File: src/hdl/tdf_pkg.sv
// ----------------------------------------------------------------------------
// tdf_pkg
// Shared types and constants of the trial division factorizer.
// ----------------------------------------------------------------------------
package tdf_pkg;

    // Width of the exponent field of one result pair
    localparam int EXP_WIDTH = 6;

    // Trial division starts at the smallest prime
    localparam int FIRST_DIVISOR = 2;

    typedef logic [EXP_WIDTH-1:0] exponent_t;

    // Status that a serial arithmetic unit reports to its controller
    typedef struct packed {
        logic busy;   // iterating, start is ignored
        logic done;   // one-cycle pulse, results valid from now until next start
    } unit_status_t;

endpackage

File: src/hdl/tdf_divider.sv
// ----------------------------------------------------------------------------
// tdf_divider
// Restoring divider, one quotient bit per cycle.
// ----------------------------------------------------------------------------
module tdf_divider
    import tdf_pkg::*;
#(
    parameter int DIVIDEND_WIDTH = 32,
    parameter int DIVISOR_WIDTH  = 17
) (
    input  logic                      aclk,
    input  logic                      aresetn,
    input  logic                      start,
    input  logic [DIVIDEND_WIDTH-1:0] dividend,
    input  logic [DIVISOR_WIDTH-1:0]  divisor,
    output unit_status_t              status,
    output logic [DIVIDEND_WIDTH-1:0] quotient,
    output logic [DIVISOR_WIDTH-1:0]  remainder
);

    localparam int CNT_WIDTH = $clog2(DIVIDEND_WIDTH + 1);

    logic [DIVIDEND_WIDTH-1:0] quo_reg;   // dividend bits shift out, quotient bits in
    logic [DIVISOR_WIDTH-1:0]  rem_reg;
    logic [DIVISOR_WIDTH-1:0]  rem_next;
    logic [DIVISOR_WIDTH-1:0]  dvs_reg;
    logic [CNT_WIDTH-1:0]      cnt_reg;
    logic                      busy_reg;
    logic                      done_reg;

    logic [DIVISOR_WIDTH:0] shifted;
    logic [DIVISOR_WIDTH:0] diff;
    logic                   fits;

    always_comb begin
        shifted  = {rem_reg, quo_reg[DIVIDEND_WIDTH-1]};
        diff     = shifted - {1'b0, dvs_reg};
        fits     = shifted >= {1'b0, dvs_reg};
        rem_next = fits ? diff[DIVISOR_WIDTH-1:0] : shifted[DIVISOR_WIDTH-1:0];
    end

    always_ff @(posedge aclk) begin
        if (!aresetn) begin
            busy_reg <= 1'b0;
            done_reg <= 1'b0;
            cnt_reg  <= '0;
        end else begin
            done_reg <= 1'b0;
            if (start && !busy_reg) begin
                quo_reg  <= dividend;
                rem_reg  <= '0;
                dvs_reg  <= divisor;
                cnt_reg  <= CNT_WIDTH'(DIVIDEND_WIDTH);
                busy_reg <= 1'b1;
            end else if (busy_reg) begin
                quo_reg <= {quo_reg[DIVIDEND_WIDTH-2:0], fits};
                rem_reg <= rem_next;
                cnt_reg <= cnt_reg - CNT_WIDTH'(1);
                if (cnt_reg == CNT_WIDTH'(1)) begin
                    busy_reg <= 1'b0;
                    done_reg <= 1'b1;
                end
            end
        end
    end

    assign status.busy = busy_reg;
    assign status.done = done_reg;
    assign quotient    = quo_reg;
    assign remainder   = rem_reg;

endmodule

File: src/hdl/tdf_sqrt.sv
// ----------------------------------------------------------------------------
// tdf_sqrt
// Restoring integer square root, one root bit (two radicand bits) per cycle.
// ----------------------------------------------------------------------------
module tdf_sqrt
    import tdf_pkg::*;
#(
    parameter  int RADICAND_WIDTH = 32,
    localparam int ROOT_WIDTH     = (RADICAND_WIDTH + 1) / 2
) (
    input  logic                      aclk,
    input  logic                      aresetn,
    input  logic                      start,
    input  logic [RADICAND_WIDTH-1:0] radicand,
    output unit_status_t              status,
    output logic [ROOT_WIDTH-1:0]     root
);

    localparam int PAD_WIDTH = 2 * ROOT_WIDTH;
    localparam int CNT_WIDTH = $clog2(ROOT_WIDTH + 1);

    logic [PAD_WIDTH-1:0]  rad_reg;
    logic [ROOT_WIDTH-1:0] root_reg;
    logic [ROOT_WIDTH:0]   rem_reg;
    logic [ROOT_WIDTH:0]   rem_next;
    logic [CNT_WIDTH-1:0]  cnt_reg;
    logic                  busy_reg;
    logic                  done_reg;

    logic [ROOT_WIDTH+2:0] shifted;
    logic [ROOT_WIDTH+2:0] trial;
    logic [ROOT_WIDTH+2:0] diff;
    logic                  fits;

    always_comb begin
        shifted  = {rem_reg, rad_reg[PAD_WIDTH-1 -: 2]};
        trial    = {1'b0, root_reg, 2'b01};
        diff     = shifted - trial;
        fits     = shifted >= trial;
        rem_next = fits ? diff[ROOT_WIDTH:0] : shifted[ROOT_WIDTH:0];
    end

    always_ff @(posedge aclk) begin
        if (!aresetn) begin
            busy_reg <= 1'b0;
            done_reg <= 1'b0;
            cnt_reg  <= '0;
        end else begin
            done_reg <= 1'b0;
            if (start && !busy_reg) begin
                rad_reg  <= PAD_WIDTH'(radicand);
                root_reg <= '0;
                rem_reg  <= '0;
                cnt_reg  <= CNT_WIDTH'(ROOT_WIDTH);
                busy_reg <= 1'b1;
            end else if (busy_reg) begin
                rad_reg  <= {rad_reg[PAD_WIDTH-3:0], 2'b00};
                root_reg <= {root_reg[ROOT_WIDTH-2:0], fits};
                rem_reg  <= rem_next;
                cnt_reg  <= cnt_reg - CNT_WIDTH'(1);
                if (cnt_reg == CNT_WIDTH'(1)) begin
                    busy_reg <= 1'b0;
                    done_reg <= 1'b1;
                end
            end
        end
    end

    assign status.busy = busy_reg;
    assign status.done = done_reg;
    assign root        = root_reg;

endmodule

File: src/hdl/trial_division_factorizer.sv
// ----------------------------------------------------------------------------
// trial_division_factorizer
// Prime factorization by trial division with serial divide and square root.
// ----------------------------------------------------------------------------
//
//  channel  | dir | tdata (low bit up)                  | tlast
//  ---------+-----+-------------------------------------+------------------
//  s_axis   | in  | number                              | -
//  m_axis   | out | prime, exponent                     | last pair of item
//
//  Arithmetic: the root and each trial division run on bit-serial units,
//  the divider giving one quotient bit a cycle. A 32-bit prime takes about
//  65535 trial divisions.
//  Reset: synchronous, active low; clears the controller and both units.
//  Stalls: a held result stalls the search only when the next pair is ready;
//  a new number is taken once the previous one has produced its last pair.
//  Numbers 0 and 1 produce no transfer.
//
module trial_division_factorizer
    import tdf_pkg::*;
#(
    parameter int NUMBER_WIDTH = 32
) (
    input  logic                                       aclk,
    input  logic                                       aresetn,
    input  logic                                       s_axis_tvalid,
    output logic                                       s_axis_tready,
    // [NUMBER_WIDTH-1:0] number, zero padding above
    input  logic [((NUMBER_WIDTH+7)/8)*8-1:0]          s_axis_tdata,
    output logic                                       m_axis_tvalid,
    input  logic                                       m_axis_tready,
    // [NUMBER_WIDTH-1:0] prime, [NUMBER_WIDTH+5:NUMBER_WIDTH] exponent, zeros above
    output logic [((NUMBER_WIDTH+EXP_WIDTH+7)/8)*8-1:0] m_axis_tdata,
    output logic                                       m_axis_tlast
);

    localparam int ROOT_WIDTH = (NUMBER_WIDTH + 1) / 2;
    // trial divisor can reach one past the largest root
    localparam int DIV_WIDTH  = ROOT_WIDTH + 1;
    localparam int OUT_WIDTH  = ((NUMBER_WIDTH + EXP_WIDTH + 7) / 8) * 8;
    localparam int OUT_PAD    = OUT_WIDTH - NUMBER_WIDTH - EXP_WIDTH;

    typedef enum logic [2:0] {
        ST_IDLE,
        ST_ROOT,
        ST_CHECK,
        ST_DIVIDE,
        ST_EMIT
    } state_t;

    state_t                  state_reg;
    logic [NUMBER_WIDTH-1:0] cof_reg;      // remaining cofactor
    logic [DIV_WIDTH-1:0]    trial_reg;    // current trial divisor
    logic [ROOT_WIDTH-1:0]   bound_reg;    // floor root of the cofactor
    exponent_t               mult_reg;     // multiplicity of the current divisor
    logic                    final_reg;    // pending pair is the leftover cofactor
    logic                    sqrt_start_reg;
    logic                    div_start_reg;

    logic                    m_valid_reg;
    logic [NUMBER_WIDTH-1:0] m_prime_reg;
    exponent_t               m_exp_reg;
    logic                    m_last_reg;

    unit_status_t            sqrt_status;
    unit_status_t            div_status;
    logic [ROOT_WIDTH-1:0]   sqrt_root;
    logic [NUMBER_WIDTH-1:0] div_quotient;
    logic [DIV_WIDTH-1:0]    div_remainder;

    logic [NUMBER_WIDTH-1:0] in_number;
    logic                    in_xfer;
    logic                    out_load;

    assign in_number     = s_axis_tdata[NUMBER_WIDTH-1:0];
    assign s_axis_tready = (state_reg == ST_IDLE);
    assign in_xfer       = s_axis_tvalid && s_axis_tready;
    // load the output register once it is empty or being drained
    assign out_load      = (state_reg == ST_EMIT) && (!m_valid_reg || m_axis_tready);

    tdf_sqrt #(
        .RADICAND_WIDTH (NUMBER_WIDTH)
    ) u_sqrt (
        .aclk     (aclk),
        .aresetn  (aresetn),
        .start    (sqrt_start_reg),
        .radicand (cof_reg),
        .status   (sqrt_status),
        .root     (sqrt_root)
    );

    tdf_divider #(
        .DIVIDEND_WIDTH (NUMBER_WIDTH),
        .DIVISOR_WIDTH  (DIV_WIDTH)
    ) u_divider (
        .aclk      (aclk),
        .aresetn   (aresetn),
        .start     (div_start_reg),
        .dividend  (cof_reg),
        .divisor   (trial_reg),
        .status    (div_status),
        .quotient  (div_quotient),
        .remainder (div_remainder)
    );

    always_ff @(posedge aclk) begin
        if (!aresetn) begin
            state_reg      <= ST_IDLE;
            cof_reg        <= '0;
            trial_reg      <= '0;
            bound_reg      <= '0;
            mult_reg       <= '0;
            final_reg      <= 1'b0;
            sqrt_start_reg <= 1'b0;
            div_start_reg  <= 1'b0;
            m_valid_reg    <= 1'b0;
        end else begin
            sqrt_start_reg <= 1'b0;
            div_start_reg  <= 1'b0;

            // drain the output register; a load below overrides
            if (m_axis_tready) begin
                m_valid_reg <= 1'b0;
            end

            unique case (state_reg)
                ST_IDLE: begin
                    if (in_xfer) begin
                        cof_reg   <= in_number;
                        trial_reg <= DIV_WIDTH'(FIRST_DIVISOR);
                        mult_reg  <= '0;
                        final_reg <= 1'b0;
                        // zero and one have no factors: drop them
                        if (in_number >= NUMBER_WIDTH'(FIRST_DIVISOR)) begin
                            sqrt_start_reg <= 1'b1;
                            state_reg      <= ST_ROOT;
                        end
                    end
                end

                ST_ROOT: begin
                    if (sqrt_status.done) begin
                        bound_reg <= sqrt_root;
                        state_reg <= ST_CHECK;
                    end
                end

                ST_CHECK: begin
                    if (trial_reg <= {1'b0, bound_reg}) begin
                        div_start_reg <= 1'b1;
                        state_reg     <= ST_DIVIDE;
                    end else if (cof_reg != NUMBER_WIDTH'(1)) begin
                        // leftover cofactor is prime
                        final_reg <= 1'b1;
                        state_reg <= ST_EMIT;
                    end else begin
                        state_reg <= ST_IDLE;
                    end
                end

                ST_DIVIDE: begin
                    if (div_status.done) begin
                        if (div_remainder == '0) begin
                            // divide out once more with the same divisor
                            cof_reg       <= div_quotient;
                            mult_reg      <= mult_reg + EXP_WIDTH'(1);
                            div_start_reg <= 1'b1;
                        end else if (mult_reg != '0) begin
                            state_reg <= ST_EMIT;
                        end else begin
                            trial_reg <= trial_reg + DIV_WIDTH'(1);
                            state_reg <= ST_CHECK;
                        end
                    end
                end

                ST_EMIT: begin
                    if (out_load) begin
                        m_valid_reg <= 1'b1;
                        if (final_reg) begin
                            m_prime_reg <= cof_reg;
                            m_exp_reg   <= EXP_WIDTH'(1);
                            m_last_reg  <= 1'b1;
                            state_reg   <= ST_IDLE;
                        end else begin
                            m_prime_reg <= NUMBER_WIDTH'(trial_reg);
                            m_exp_reg   <= mult_reg;
                            // a fully reduced cofactor leaves nothing to follow
                            m_last_reg  <= (cof_reg == NUMBER_WIDTH'(1));
                            mult_reg       <= '0;
                            trial_reg      <= trial_reg + DIV_WIDTH'(1);
                            sqrt_start_reg <= 1'b1;
                            state_reg      <= ST_ROOT;
                        end
                    end
                end

                default: begin
                    state_reg <= ST_IDLE;
                end
            endcase
        end
    end

    assign m_axis_tvalid                                  = m_valid_reg;
    assign m_axis_tlast                                   = m_last_reg;
    assign m_axis_tdata[NUMBER_WIDTH-1:0]                 = m_prime_reg;
    assign m_axis_tdata[NUMBER_WIDTH+EXP_WIDTH-1:NUMBER_WIDTH] = m_exp_reg;

    generate
        if (OUT_PAD > 0) begin : g_out_pad
            assign m_axis_tdata[OUT_WIDTH-1:NUMBER_WIDTH+EXP_WIDTH] = '0;
        end
    endgenerate

    // Both units rest while a new number can be taken
    a_idle_units: assert property (@(posedge aclk) disable iff (!aresetn)
        s_axis_tready |-> !sqrt_status.busy && !div_status.busy)
        else $error("arithmetic unit busy while ready for a new number");

    // A result is never written over one that has not been taken
    a_no_overwrite: assert property (@(posedge aclk) disable iff (!aresetn)
        m_valid_reg && !m_axis_tready |=> m_valid_reg && $stable(m_prime_reg))
        else $error("pending result overwritten");

    // A divide run is only started on an idle divider
    a_div_start: assert property (@(posedge aclk) disable iff (!aresetn)
        div_start_reg |-> !div_status.busy)
        else $error("divider started while busy");

    // The search never uses a divisor below the first prime
    a_trial_floor: assert property (@(posedge aclk) disable iff (!aresetn)
        (state_reg != ST_IDLE) |-> trial_reg >= DIV_WIDTH'(FIRST_DIVISOR))
        else $error("trial divisor below first prime");

endmodule

File: config.mk
export PLATFORM = sky130hd
export DESIGN_NAME = trial_division_factorizer
export DESIGN_NICKNAME = d
export VERILOG_FILES = /design/src/hdl/tdf_pkg.sv /design/src/hdl/tdf_divider.sv /design/src/hdl/tdf_sqrt.sv /design/src/hdl/trial_division_factorizer.sv
export SDC_FILE = /design/constraint.sdc
export NUM_CORES = 1
export LEC_CHECK = 0
export BUFFER_PORTS_ARGS = -buffer_cell sky130_fd_sc_hd__buf_2
export CORE_MARGIN = 4
export CORE_UTILIZATION = 45
export DETAILED_ROUTE_END_ITERATION = 8
export SLEW_MARGIN = 30
export SYNTH_ARGS = -nofsm -noshare
export SYNTH_HDL_FRONTEND = slang
export SYNTH_SLANG_ARGS = --single-unit
File: constraint.sdc
create_clock -name aclk -period 5.7 [get_ports aclk]
set_input_delay 1.14 -clock aclk [delete_from_list [all_inputs] [get_ports aclk]]
set_output_delay 1.14 -clock aclk [all_outputs]
set_load 0.01 [all_outputs]
==> metrics.csv <==
stage,metric,value,unit
outcome,run status,finished clean,
sta,setup repair after global routing missed its margin,no,
global_routing,vias in the first global route,9619,
cts,post-cts repair resize count,0,
sta,FMAX,0.335,GHz
sta,pin slew with the least headroom to its limit,807,ps
global_routing,total congestion overflow,0,
cts,source-to-sink clock delay at the later pin of the worst-skew pair,560,ps
floorplanning,number of rows in the core area,62,
global_routing,peak-usage layer in the global routing report,met2,
placed_design,final weighted congestion of routability-driven global placement,0.837,
cts,Hold Buf Count CTS,0,
synthesis,number of enable flip-flop cells after synthesis,170,
worst_setup_path,Worst Path Required,5990,ps
synthesis,fraction of synthesis flops using an asynchronous set or reset pin,0,
global_routing,global-route wire length before repair,52500,um
cts,clk slew on worst S/H paths,60,ps
placed_design,Port-buffer cells,76,
route,Detailed Route WL,33200,um
sta,final max-slew violation count,0,
worst_setup_path,Setup crit end kind,flip-flop,
sta,fraction of the cycle the final worst path needs,0.524,
cts,clock tree from TritonCTS,done,
route,via density per instance,5.45,
worst_setup_path,Reg-to-Reg Start,u_divider.quotient[31]$_DFFE_PP_,
job,max cap viols,0,
worst_setup_path,cell count of the worst reg-to-reg path,10,
floorplanning,DIE AREA,0.0325,mm^2
global_routing,routing usage on met3,0.0275,
placed_design,HPWL after detailed placement,23500,um
worst_setup_path,register-to-register setup slack,2710,ps
finish,final core utilization,0.516,
global_routing,GR Layer Usage met1,0.291,
worst_setup_path,Worst Path Max Fanout,23,
cts,number of buffers created by CTS,29,
finish,fraction of layout cells with a size suffix above 1,0.115,
floorplanning,Initial Utilization,0.460,
worst_setup_path,worst path arrival time,3280,ps
cts,library cell used as clock root buffer,clkbuf_16,
floorplanning,die extent in x,180,um
cts,clock net sink count,263,
global_routing,antenna violations before repair,0,
worst_setup_path,Worst Setup Path Type,reg2reg,
synthesis,per-instance average area after synthesis,9.56,um^2
cts,post-CTS setup buffer count,0,
synthesis,"count leader, synth",nand2_1,
worst_setup_path,startpoint kind of the worst setup timing path,flip-flop,
route,post-detailed-route DRC marker count,0,
worst_setup_path,Worst R2R End,u_divider.remainder[5]$_SDFFCE_PP0P_,
synthesis,number of instances in the synthesized netlist,1397,
synthesis,top cells by instance count after synthesis,"nand2_1 (327), edfxtp_1 (170), nor2_1 (132), dfxtp_1 (93), a21oi_1 (70)",
synthesis,number of synthesis warnings,0,
finish,number of antenna diodes,0,
floorplanning,Floorplan Core Area,0.0290,mm^2
floorplanning,IO Count,79,
route,DRC violation total after the first TritonRoute iteration,801,
sta,Post-Route Setup TNS,0,ps
sta,Slew HR,0.461,
min_path,startpoint of the most critical hold path,bound_reg[14]$_SDFFE_PN0P_,
sta,Final Hold Fails,0,
cts,largest buffer count on any clock path,3,
sta,Tmin final,2990,ps
power_and_ir_drop,Max IR drop VDD,0.251,mV
global_routing,maximum number of pins on one net before global-route repair,65,
route,post-route antenna net violation count,0,
power_and_ir_drop,Pwr per Cell Area,368,mW/mm^2
synthesis,register bit count reported by yosys,263,
power_and_ir_drop,leakage component of the power,5.88,nW
synthesis,synthesized cell area,0.0134,mm^2
synthesis,top cells by area in the synthesized netlist,"edfxtp_1 (38%), dfxtp_1 (14%), nand2_1 (9.2%), ha_1 (5.4%), nor2_1 (3.7%)",
synthesis,"area leader, netlist",edfxtp_1,
synthesis,primary flip-flop cell chosen by synthesis mapping,edfxtp_1,
route,iteration count of the initial detailed-routing pass,5,
sta,final worst clock skew,23.4,ps
cts,depth of the CTS H-tree,1,
sta,# setup viols final,0,
min_path,hold path depth,2,
min_path,sink of the worst hold path,bound_reg[14]$_SDFFE_PN0P_,
min_path,class of the most critical hold timing path,reg2reg,
synthesis,share of the synthesized area in the top cell type,0.382,
finish,net count reported at finish,1548,
route,wire length per cell,17.8,um
global_routing,aggregate global-route resource usage,0.197,
global_routing,global-route track usage on met2,0.313,
finish,synthesis-to-layout area growth,12.2,%
route,vias post-DR,10100,
synthesis,distinct cell type count after synthesis,68,
floorplanning,die extent in y,180,um
synthesis,"Seq/Total Area, Yosys",0.522,
-- critical path: stages (launching register included) --
cell      delay [ps]
edfxtp_1         400
inv_1            100
ha_1             190
fa_1             220
nor2b_1           80
o31ai_2          300
a211oi_2         160
nor4b_1          330
o21a_2           630
mux2i_1          270
nor2_1            50
-- where the power goes --
part	total (W)	internal, W	leakage (nW)	switching [W]
Combinational	0.00125	0.000468	3.11	0.000784
Clock	0.00173	0.000983	0.419	0.000748
Sequential	0.00252	0.00230	2.35	0.000220
Total	0.00551	0.00375	5.88	0.00175
-- kinds of logic (layout without fill, tap and decap cells) --
group | after synthesis | in the layout | synth area share
simple gates | 643 | 643 | 0.213
flops | 263 | 263 | 0.522
compound gates | 218 | 218 | 0.112
buf+inv | 136 | 214 | 0.0424
fa+ha+maj | 59 | 59 | 0.0558
xor+xnor | 49 | 49 | 0.0321
mux | 28 | 28 | 0.0224
other cells | 1 | 2 | 0.000281
-- layout make-up --
class	instances	area, um^2
clock buffer	47	823
clock inverter	7	40.0
fill	2702	14000
inverter	69	259
multi-input combinational	999	5870
sequential	263	6970
tap	384	480
timing repair buffer	91	541
-- placed cells by master, fill, tap and decap left out, types with 24 or more instances in the layout --
cell type  Yosys  routed
nand2_1      327     327
edfxtp_1     170     170
nor2_1       132     127
dfxtp_1       93      93
buf_2          9      76
a21oi_1       70      70
inv_1         69      68
ha_1          58      58
a311oi_1      33      33
nand3_1       30      30
clkbuf_16      0      29
nor3_1        26      26
o21ai_0       26      26
xnor2_1       26      26
nand4_1       24      24
-- metrics by stage --
step | instance area, um^2 | instances | total power [W] | hold WS (ps) | setup slack, ps
2_1_floorplan | 13400 | 1398 | 0.00344 | 436 | 867
3_3_place_gp | 14000 | 1803 | 0.00378 | 445 | 2300
3_5_place_dp | 14100 | 1806 | 0.00380 | 450 | 2250
4_1_cts | 15000 | 1860 | 0.00553 | 460 | 2700
5_1_grt | 15000 | 1860 | 0.00580 | 484 | 2540
6_report | 15000 | 1860 | 0.00551 | 456 | 2710
-- per-layer routing --
metal	up-vias	part of all wire
li1	5015	-
met1	4803	0.46
met2	297	0.45
met3	29	0.070
met4	0	0.014
met5	-	0
-- worst max path at each step --
stage	startpoint	end	slack, ps	cells after the start
after floorplan	aresetn	u_sqrt.rad_reg[0]$_SDFFCE_PN0P_	870	4
after global placement	aresetn	u_sqrt.root[6]$_SDFFCE_PP0P_	2300	5
after detailed placement	aresetn	u_sqrt.root[6]$_SDFFCE_PP0P_	2250	5
after CTS	u_divider.quotient[31]$_DFFE_PP_	u_divider.remainder[5]$_SDFFCE_PP0P_	2700	10
after global routing	u_divider.remainder[10]$_SDFFCE_PP0P_	u_divider.remainder[4]$_SDFFCE_PP0P_	2540	8
final	u_divider.quotient[31]$_DFFE_PP_	u_divider.remainder[5]$_SDFFCE_PP0P_	2710	10
No activity file was read; power rests on OpenSTA's default activity.
